$ cat config.mk
export PLATFORM = sky130hd
export DESIGN_NAME = sse_ctrl
export DESIGN_NICKNAME = d
export VERILOG_FILES = /design/src/sse_pkg.sv /design/src/sse_ctrl.sv
export SDC_FILE = /design/constraint.sdc
export NUM_CORES = 1
export LEC_CHECK = 0
export BUFFER_PORTS_ARGS = -buffer_cell sky130_fd_sc_hd__buf_2
export CAP_MARGIN = 20
export CORE_AREA = 4 4 41 43
export DETAILED_ROUTE_END_ITERATION = 10
export DIE_AREA = 0 0 45 47
export PLACE_DENSITY_LB_ADDON = 0.12
export SYNTH_ARGS = -nofsm -noshare
export SYNTH_HDL_FRONTEND = slang
export SYNTH_SLANG_ARGS = --single-unit
$ cat constraint.sdc
create_clock -name aclk -period 3.26 [get_ports aclk]
set_clock_uncertainty 0.15 [all_clocks]
set_input_delay 0.326 -clock aclk [delete_from_list [all_inputs] [get_ports aclk]]
set_output_delay 0.326 -clock aclk [all_outputs]
set_load 0.1 [all_outputs]
$ cat src/sse_pkg.sv
// shared types and constants for the sparse set engine
// used by sse_ctrl, sse_datapath and sparse_set_engine
package sse_pkg;

    localparam int DEPTH   = 1024;
    localparam int ADDR_W  = $clog2(DEPTH);
    localparam int CNT_W   = ADDR_W + 1;
    localparam int VAL_W   = 10;
    localparam int OP_W    = 3;
    localparam int ST_W    = 2;

    typedef enum logic [OP_W-1:0] {
        OP_ADD    = 3'd0,
        OP_REMOVE = 3'd1,
        OP_TEST   = 3'd2,
        OP_READ   = 3'd3,
        OP_CLEAR  = 3'd4
    } op_t;

    typedef enum logic [ST_W-1:0] {
        ST_OK    = 2'd0,
        ST_RANGE = 2'd1,
        ST_INDEX = 2'd2
    } status_t;

    typedef struct packed {
        logic accept;
        logic look;
        logic exec;
    } cmd_t;

endpackage

$ cat src/sse_ctrl.sv
// operation sequencer and result handshake for the sparse set engine
// depends on sse_pkg; drives the datapath through cmd_t
module sse_ctrl
    import sse_pkg::*;
(
    input  logic aclk,
    input  logic aresetn,
    input  logic init_done,
    input  logic s_tvalid,
    output logic s_tready,
    output logic m_tvalid,
    input  logic m_tready,
    output cmd_t cmd
);

    typedef enum logic [2:0] {
        S_IDLE = 3'b001,
        S_LOOK = 3'b010,
        S_EXEC = 3'b100
    } state_t;

    state_t state_reg, state_next;
    logic   m_valid_reg, m_valid_next;
    logic   accept;

    assign s_tready = (state_reg == S_IDLE) && init_done && (!m_valid_reg || m_tready);
    assign accept   = s_tvalid && s_tready;
    assign m_tvalid = m_valid_reg;

    assign cmd.accept = accept;
    assign cmd.look   = (state_reg == S_LOOK);
    assign cmd.exec   = (state_reg == S_EXEC);

    always_comb begin
        state_next = state_reg;
        unique case (state_reg)
            S_IDLE: if (accept) state_next = S_LOOK;
            S_LOOK: state_next = S_EXEC;
            S_EXEC: state_next = S_IDLE;
            default: state_next = S_IDLE;
        endcase
    end

    always_comb begin
        m_valid_next = m_valid_reg;
        if (state_reg == S_EXEC) begin
            m_valid_next = 1'b1;
        end else if (m_tready) begin
            m_valid_next = 1'b0;
        end
    end

    always_ff @(posedge aclk) begin
        if (!aresetn) begin
            state_reg   <= S_IDLE;
            m_valid_reg <= 1'b0;
        end else begin
            state_reg   <= state_next;
            m_valid_reg <= m_valid_next;
        end
    end

endmodule

# Word level (Yosys, flattened, before mapping)
# Cells that the tools add are included.
# word_totals
ff_bits	4
in_bits	5
output_inout_bits	5
elab_cells	16
# op_classes
n_eq_ne	4
mux	4
n_reduce_logical	6
# op_table
op	n
3-bit one-hot mux with 2 select lines	1
3-bit by 1-bit equality test with 1-bit output, second input constant	1
3-bit by 2-bit equality test with 1-bit output, second input constant	1
3-bit equality test, second input constant	1
1-bit logical AND	3
3-bit two-way mux	1
1-bit two-way mux	2
2-bit inequality test, second input constant	1
2-bit nonzero test	1
1-bit logical NOT	1
1-bit logical OR	1

# Depth between registers and ports, before layout
# Gate-level depths: netlist (run 1).
# logic_depth
word_depth	6
depth_mapped	3
mapped_depth_nobuf	2

# Least setup slack after synthesis (run 1)
# Ideal clock, no wire load.
# synth_path
kind	reg-to-output
start	register m_valid_reg (netlist: m_tvalid)
end	output port s_tready
arrival_ns	2.225
t_required_ns	2.784
setup_slack_ns	0.559
stages_incl_launch_ff	3
n_path_buf	0
cell_sequence	dfxtp_1 -> nor2b_1 -> nor2_1
# synth_via
elab_chain_cells	3
# synth_rtl
item	line_no	source
from (decl)	sse_ctrl.sv:23	logic m_valid_reg, m_valid_next;
from (signal assigned)	sse_ctrl.sv:59	m_valid_reg <= m_valid_next;
1-bit logical NOT	sse_ctrl.sv:26	assign s_tready = (state_reg == S_IDLE) && init_done && (!m_valid_reg || m_tready);
1-bit logical OR	sse_ctrl.sv:26	
1-bit logical AND	sse_ctrl.sv:26	
to (decl)	sse_ctrl.sv:10	output logic s_tready,
# Every way passes these cells.

==> results.ini, run 1 <==
[logic_synthesis]
syn_inst=19
synth_fp_nets=24
ys_types=12
yosys.area_share.xor_xnor_pct=0
synth_fa_ha_area_share_pct=0
synthSimpleGateAreaFrac_pct=39.5
synth_compound_gate_area_share_pct=8.02
yosysWarningCount=0
synth_top_family_by_area=simple AND/OR/NAND/NOR gates
syn_avg_cell_area_sq_um=10.7
yosysSeqAreaShare_pct=39.5
netlist_area_sq_um=203
synth-seq-cells=4
synth.area.mux_share_pct=0

[sta]
finalHoldViolCount=0
rsz0062_at_grt=no
timing.final.crit_share_pct=59.2
final.min_clock_period_ps=1930
whs_ps=200
worst_pin_slew_ps=489
setup_viol=0
final.setup.tns_ps=0
finalMaxSlewViolations=0
max_slew_margin_pct=67.6
clock.fmax_mhz=518

[global_route]
grt_max_degree=6
antenna_found_initial=0
grt_pass1_vias=185
grt_use_total_pct=4.83
grt_pass1_wl_microns=703
grt_overflow=0

[clock_network]
cts_root_buffer=clkbuf_4
cts_hold_buffers=0
clkSlewWorstSetupHoldPaths_ps=40
ctsLongestPathBuffers=2
numCtsBuffers=3
post_cts_resized=0
post-cts-setup-buffers=0
h-tree-depth=1
clk_latency_ps=230
cts_tree=done
clkSinkCount=4

[min_path]
min-delay-start=aresetn
min_path_type=in2reg
hold_end=m_tvalid
hold_path_depth=2

[final_layout]
layout_commonest_cell=buf_2
syn_to_final_growth_pct=31.5
final_cell_mix=buf_2, dfxtp_1, nor3b_1, clkbuf_4
antenna_cells=0
drive_above_1_share_pct=46.4
fillers=159
final_nets=35
largest_reg_flops=3

[setup_path]
cp_max_fo=4
timing.rr.start=state_reg[1]
end_kind=output pin
cp_cell_sequence=nand4bb_4 > nor3b_1 > buf_2
reg2reg_setup_slack_ps=2140
crit_path_start_kind=flip-flop
critical_path_class=reg2out
r2r_cells=2
arrival_ps=1450
max_stage_delay_ps=460
rr_endpoint=state_reg[0]
critical_path.slowest_cell=buf_2
required_ps=2780

[routing]
postRouteWirelength_microns=401
ant_nets=0
via_count=160
wire_per_inst_microns=9.33
drcViolationCount=0
via_per_inst=3.72
dr.pass1.iters=2
drt_iter0_drc=1

[die]
die_x_microns=45
die_y_microns=47
io_pins=10
start_util_pct=15.6
core_area_sq_um=1300
rows=13
die_area_sq_um=2120

[placed_design]
dp_hpwl_microns=338
io_buffers=9
gp_congestion=0.580

[pwr]
ir_drop_v=0.000130
p_leak_nw=0.121
power_density_nw_per_um2=507

[outcome]
outcome=complete, no violations

[run]
maxCapViolCount=0

==> logic make-up (layout without fill, tap and decap cells) <==
| kind of cell | after synthesis | after routing |
|---|---|---|
| simple gates | 9 | 9 |
| buf+inv | 4 | 13 |
| compound gates | 2 | 2 |
| flops | 4 | 4 |
==> stage by stage <==
| step | instances | total power, W | util, % | cell area (sq um) | worst slack [ps] |
|---|---|---|---|---|---|
| 2_1_floorplan | 19 | 0.0000731 | - | 203 | 559 |
| 3_3_place_gp | 40 | 0.0000779 | 18.8 | 244 | 1580 |
| 3_5_place_dp | 40 | 0.0000776 | 18.8 | 244 | 1570 |
| 4_1_cts | 43 | 0.000140 | 20.5 | 267 | 1310 |
| 5_1_grt | 43 | 0.000142 | 20.5 | 267 | 1270 |
| 6_report | 43 | 0.000135 | 20.5 | 267 | 1330 |
==> how the worst max path moves through the flow <==
stage,cells after the start,endpoint,slack (ps),startpoint
2_1_floorplan,2,s_tready,560,m_tvalid
3_3_place_gp,3,cmd[2],1580,state_reg[1]
3_5_place_dp,4,cmd[2],1570,init_done
4_1_cts,3,cmd[2],1310,state_reg[1]
5_1_grt,3,cmd[2],1270,state_reg[1]
6_report,3,cmd[2],1330,state_reg[1]
==> layer usage <==
metal,GRT usage [%],wire length [microns]
met4,5.26,0
met5,0,0
met1,5.71,149
met2,6.50,208
met3,1.53,44
==> worst max-delay path, delay by kind of cell, from the launching register on <==
kind	cells	cell delay, ps
buffers and inverters	1	460
DFF	1	320
and+or+nand+nor	2	440
==> report_power, final <==
| group | total, W | switching (W) | leakage [nW] | internal (W) |
|---|---|---|---|---|
| Clock | 0.0000585 | 0.0000175 | 0.0138 | 0.0000410 |
| Sequential | 0.0000518 | 0.00000132 | 0.0325 | 0.0000504 |
| Combinational | 0.0000249 | 0.0000183 | 0.0750 | 0.00000660 |
| Total | 0.000135 | 0.0000371 | 0.121 | 0.0000980 |
==> synthesized netlist by cell type (all sizes together) <==
| cell | instances | area share [%] |
|---|---|---|
| dfxtp | 4 | 40 |
| buf | 3 | 11 |
| nor3b | 3 | 11 |
| nand4bb | 2 | 19 |
| inv | 1 | 1.9 |
| nand2 | 1 | 1.9 |
| nor2 | 1 | 1.9 |
| nor2b | 1 | 3.1 |
| nor3 | 1 | 2.5 |
| o21a | 1 | 3.7 |
| o31a | 1 | 4.3 |
==> cell type report <==
cell class              instances  area (sq um)  share of cell area [%]
inverters                       1          3.75                    1.41
multi-input cells              11          96.3                    36.2
clock buffers                   3          22.5                    8.45
repair buffers                  9          45.0                    16.9
well taps                      15          18.8                    7.04
flip-flops and latches          4          80.1                    30.0
(Power assumes the default switching activity.)
==> run 2: changes to the inputs <==
Clock period 3.26 ns to 1.55 ns, I/O delays scaled along.
==> results.ini, run 2 (same netlist as run 1, synthesis figures left out) <==
[min_path]
hold_path_depth=2  ; unchanged
min_path_type=in2reg  ; unchanged

[routing]
drcViolationCount=0  ; unchanged
via_count=184  ; was 160
postRouteWirelength_microns=487  ; was 401 microns
dr.pass1.iters=2  ; unchanged
via_per_inst=3.76  ; was 3.72
wire_per_inst_microns=9.94  ; was 9.33 microns
drt_iter0_drc=1  ; unchanged
ant_nets=0  ; unchanged

[die]
start_util_pct=15.6  ; unchanged
io_pins=10  ; unchanged
die_y_microns=47  ; unchanged
rows=13  ; unchanged
core_area_sq_um=1300  ; unchanged
die_area_sq_um=2120  ; unchanged
die_x_microns=45  ; unchanged

[final_layout]
largest_reg_flops=3  ; unchanged
drive_above_1_share_pct=70.6  ; was 46.4%
antenna_cells=0  ; unchanged
final_cell_mix=buf_2, buf_4, buf_12  ; was buf_2, dfxtp_1, nor3b_1, clkbuf_4
syn_to_final_growth_pct=95.1  ; was 31.5%
final_nets=40  ; was 35
stdcell_count=49  ; was 43

[clock_network]
cts_hold_buffers=0  ; unchanged
clk_latency_ps=240  ; was 230 ps
clkSinkCount=4  ; unchanged
cts_tree=done  ; unchanged
clkSlewWorstSetupHoldPaths_ps=40  ; about the same
ctsLongestPathBuffers=2  ; unchanged
cts_root_buffer=clkbuf_4  ; unchanged
numCtsBuffers=3  ; unchanged
h-tree-depth=1  ; unchanged

[global_route]
grt_overflow=0  ; unchanged
grt_pass1_vias=179  ; was 185
grt_max_degree=5  ; was 6
grt_use_total_pct=5.52  ; was 4.83%
antenna_found_initial=0  ; unchanged
grt_pass1_wl_microns=731  ; was 703 microns

[sta]
max_slew_margin_pct=67.7  ; was 67.6%
whs_ps=13.9  ; was 200 ps
clock.fmax_mhz=643
final.min_clock_period_ps=1550
rsz0062_at_grt=yes  ; was no
finalMaxSlewViolations=0  ; unchanged
fin_ws_ps=-4.29  ; was 1330 ps
setup_viol=2  ; was 0
finalHoldViolCount=0  ; unchanged
worst_pin_slew_ps=488  ; was 489 ps
timing.final.crit_share_pct=100

[outcome]
outcome=complete, but fails checks  ; was complete, no violations
violations=negative setup slack

[pwr]
p_sw_w=0.0000928  ; was 0.0000371 W
p_int_w=0.000238  ; was 0.0000980 W
seqPwrFrac_pct=32.5  ; was 38.3%
ir_drop_v=0.000354  ; was 0.000130 V
comb_power_share_pct=24.7  ; was 18.4%
power_density_nw_per_um2=836  ; was 507 nW/um^2
clock_power_share_pct=42.8  ; was 43.3%
p_leak_nw=0.167  ; was 0.121 nW
swShare_pct=28.1  ; was 27.5%

[setup_path]
end_kind=output pin  ; unchanged
r2r_cells=3  ; was 2
arrival_ps=1250  ; was 1450 ps
required_ps=1240  ; was 2780 ps
cp_max_fo=4  ; unchanged
critical_path_class=reg2out  ; unchanged
crit_path_start_kind=flip-flop  ; unchanged

[run]
maxCapViolCount=0  ; unchanged

[placed_design]
place_inst=42  ; was 40
io_buffers=9  ; unchanged
gp_congestion=0.721  ; was 0.580

-- run 2: path summary, 6_finish.rpt --
| kind | from | endpoint | slack [ps] |
|---|---|---|---|
| setup / recovery | state_reg[1] | s_tready | -4 |
| hold / removal | aresetn | m_tvalid | 10 |
| setup reg to reg | state_reg[1] | state_reg[0] | 290 |
| hold reg to reg | state_reg[1] | state_reg[2] | 360 |
-- run 2: repair_timing --
item / CTS / global route
setup buffers: 2 / 1
pin swaps: 2 / 2
setup endpoints to repair: 1 / 3
gates cloned: 0 / 0
resized for setup: 3 / 2
-- run 2: cell type report --
type	instances	area [sq um]
well taps	15	18.8
multi-input cells	11	118
flip-flops and latches	4	86.3
inverters	1	3.75
clock buffers	4	26.3
repair buffers	14	143
fillers	144	906
-- run 2: power groups by stage --
stage | Clock (W) | Combinational, W | Sequential [W]
2_1_floorplan | 0 | 0.0000458 | 0.000108
3_3_place_gp | 0 | 0.0000699 | 0.000109
3_5_place_dp | 0 | 0.0000699 | 0.000109
4_1_cts | 0.000151 | 0.0000794 | 0.000107
5_1_grt | 0.000157 | 0.0000846 | 0.000108
6_report | 0.000141 | 0.0000817 | 0.000107
-- run 2: layer usage --
metal,part of all wire (%),global-route usage (%)
met5,0,0
met4,1.0,7.02
met3,5.5,3.45
met2,55,7.63
met1,38,4.99
-- run 2: worst max-delay path, stage by stage (launching register included) --
cell       delay [ps]
dfxtp_2           320
nand4bb_4         250
buf_4             170
nor2_4             90
buf_12            180
-- run 2: through the flow --
stage	util [%]	TNS [ps]	total power [W]	worst slack, ps	area [sq um]
2_1_floorplan	-	0	0.000154	10.6	214
3_3_place_gp	25.4	0	0.000179	72.5	330
3_5_place_dp	25.4	0	0.000179	63.6	330
4_1_cts	29.5	-81.8	0.000337	-49.8	384
5_1_grt	30.4	-102	0.000350	-54.8	395
6_report	30.4	-6.03	0.000330	-4.29	395
==> run 3: changes to the inputs <==
Settings changed: CELL_PAD_IN_SITES_DETAIL_PLACEMENT set to 0, CELL_PAD_IN_SITES_GLOBAL_PLACEMENT set to 2, TNS_END_PERCENT set to 1.
==> results.ini, run 3 (same netlist as run 1, synthesis figures left out) <==
[sta]
worst_pin_slew_ps=485  ; was 488 ps
timing.final.crit_share_pct=99.7  ; was 100%
finalHoldViolCount=0  ; unchanged
finalMaxSlewViolations=0  ; unchanged
rsz0062_at_grt=yes  ; unchanged
whs_ps=15.4  ; was 13.9 ps
clock.fmax_mhz=647  ; was 643 MHz
setup_viol=0  ; was 2
max_slew_margin_pct=67.9  ; was 67.7%
final.min_clock_period_ps=1550  ; about the same

[die]
start_util_pct=15.6  ; unchanged
core_area_sq_um=1300  ; unchanged
die_area_sq_um=2120  ; unchanged
io_pins=10  ; unchanged
die_x_microns=45  ; unchanged
die_y_microns=47  ; unchanged
rows=13  ; unchanged

[clock_network]
numCtsBuffers=3  ; unchanged
ctsLongestPathBuffers=2  ; unchanged
clkSinkCount=4  ; unchanged
cts_root_buffer=clkbuf_4  ; unchanged
h-tree-depth=1  ; unchanged
cts_hold_buffers=0  ; unchanged
clk_latency_ps=240  ; about the same
cts_tree=done  ; unchanged
post-cts-setup-buffers=0  ; was 2
clkSlewWorstSetupHoldPaths_ps=40  ; about the same

[setup_path]
critPathBufInv=2  ; unchanged
arrival_ps=1240  ; was 1250 ps
cp_top_family=buffers and inverters  ; unchanged
timing.rr.start=state_reg[1]  ; unchanged
max_stage_delay_ps=320  ; about the same
critical_path.slowest_cell=dfxtp_2  ; unchanged
end_kind=output pin  ; unchanged
reg2reg_setup_slack_ps=280  ; was 290 ps
crit_path_start_kind=flip-flop  ; unchanged
rr_endpoint=state_reg[0]  ; unchanged
critical_path_class=reg2out  ; unchanged
cp_max_fo=4  ; unchanged
r2r_cells=3  ; unchanged
cp_cell_sequence=nand4bb_4 > buf_4 > nor2_4 > buf_12  ; unchanged
required_ps=1240  ; about the same

[routing]
via_per_inst=3.83  ; was 3.76
dr.pass1.iters=4  ; was 2
postRouteWirelength_microns=448  ; was 487 microns
drcViolationCount=0  ; unchanged
ant_nets=0  ; unchanged
wire_per_inst_microns=9.53  ; was 9.94 microns
drt_iter0_drc=2  ; was 1
via_count=180  ; was 184

[global_route]
grt_use_total_pct=5.07  ; was 5.52%
grt_overflow=0  ; unchanged
antenna_found_initial=0  ; unchanged
grt_pass1_vias=194  ; was 179
grt_pass1_wl_microns=738  ; was 731 microns
grt_max_degree=5  ; unchanged

[final_layout]
final_cell_mix=buf_2, buf_12, clkbuf_4, buf_4  ; was buf_2, buf_4, buf_12
largest_reg_flops=3  ; unchanged
drive_above_1_share_pct=65.6  ; was 70.6%
post-route-util_pct=29.1  ; was 30.4%
antenna_cells=0  ; unchanged
stdcell_count=47  ; was 49
layout_commonest_cell=buf_2
layout.area.seq_sq_um=85.1  ; was 86.3 sq um
final_nets=38  ; was 40
multiInputGateArea_sq_um=118  ; unchanged
fillers=154  ; was 144
syn_to_final_growth_pct=87.0  ; was 95.1%

[placed_design]
io_buffers=9  ; unchanged
gp_congestion=0.652  ; was 0.721
dp_hpwl_microns=384
place_inst=43  ; was 42

[min_path]
hold_end=m_tvalid  ; unchanged
hold_path_depth=2  ; unchanged
min-delay-start=aresetn  ; unchanged
min_path_type=in2reg  ; unchanged

[pwr]
comb_power_share_pct=23.4  ; was 24.7%
seqPwrFrac_pct=33.0  ; was 32.5%
clock_power_share_pct=43.6  ; was 42.8%
swShare_pct=28.3  ; was 28.1%
p_int_w=0.000233  ; was 0.000238 W
p_sw_w=0.0000920  ; was 0.0000928 W
ir_drop_v=0.000273  ; was 0.000354 V
p_leak_nw=0.157  ; was 0.167 nW
power_density_nw_per_um2=857  ; was 836 nW/um^2

[outcome]
outcome=complete, no violations  ; was complete, but fails checks

[run]
maxCapViolCount=0  ; unchanged

-- run 3: cell types whose count changed in the layout (fill, tap and decap cells not counted), sizes merged --
cell | previous run | this run
buf | 14 | 12
-- run 3: area by class of cell --
cell class / count / area share (%)
Multi-Input combinational cell: 11 / 31.0
Tap cell: 15 / 4.95
Clock buffer: 4 / 6.93
Inverter: 1 / 0.990
Sequential cell: 4 / 22.4
Timing Repair Buffer: 12 / 33.7
-- run 3: through the flow --
step	TNS (ps)	total power [W]	setup slack, ps	cell area (sq um)
6_report	0	0.000325	4.62	379
3_3_place_gp	0	0.000182	121	338
4_1_cts	-30.5	0.000332	-17.4	378
5_1_grt	-77.7	0.000344	-39.1	379
2_1_floorplan	0	0.000154	10.6	214
3_5_place_dp	0	0.000182	106	338
-- run 3: worst max-delay path by stage --
stage | from | end | cells past startpoint | slack (ps)
4_1_cts | state_reg[1] | s_tready | 4 | -20
5_1_grt | state_reg[1] | s_tready | 4 | -40
6_report | state_reg[1] | s_tready | 4 | 5
3_5_place_dp | state_reg[1] | cmd[2] | 3 | 110
2_1_floorplan | m_tvalid | cmd[2] | 3 | 10
3_3_place_gp | state_reg[1] | cmd[2] | 3 | 120
-- run 3: per-layer routing --
metal  wire (microns)  share of wire, %  global-route usage [%]
met5                0                 0                       0
met3               28               6.3                    2.30
met4                0                 0                    3.51
met1              191                43                    5.26
met2              229                51                    8.19
-- run 3: repair_timing --
| item | 4_1_cts | 5_1_grt |
|---|---|---|
| setup endpoints to repair | 1 | 2 |
| cloned | 0 | 0 |
| gates resized for setup | 3 | 1 |
-- run 3: power by group through the flow --
stage | clock network [W] | logic [W] | registers, W
floorplan | 0 | 0.0000458 | 0.000108
global placement | 0 | 0.0000730 | 0.000109
detailed placement | 0 | 0.0000730 | 0.000109
CTS | 0.000149 | 0.0000765 | 0.000107
global route | 0.000157 | 0.0000789 | 0.000108
finish | 0.000142 | 0.0000759 | 0.000107
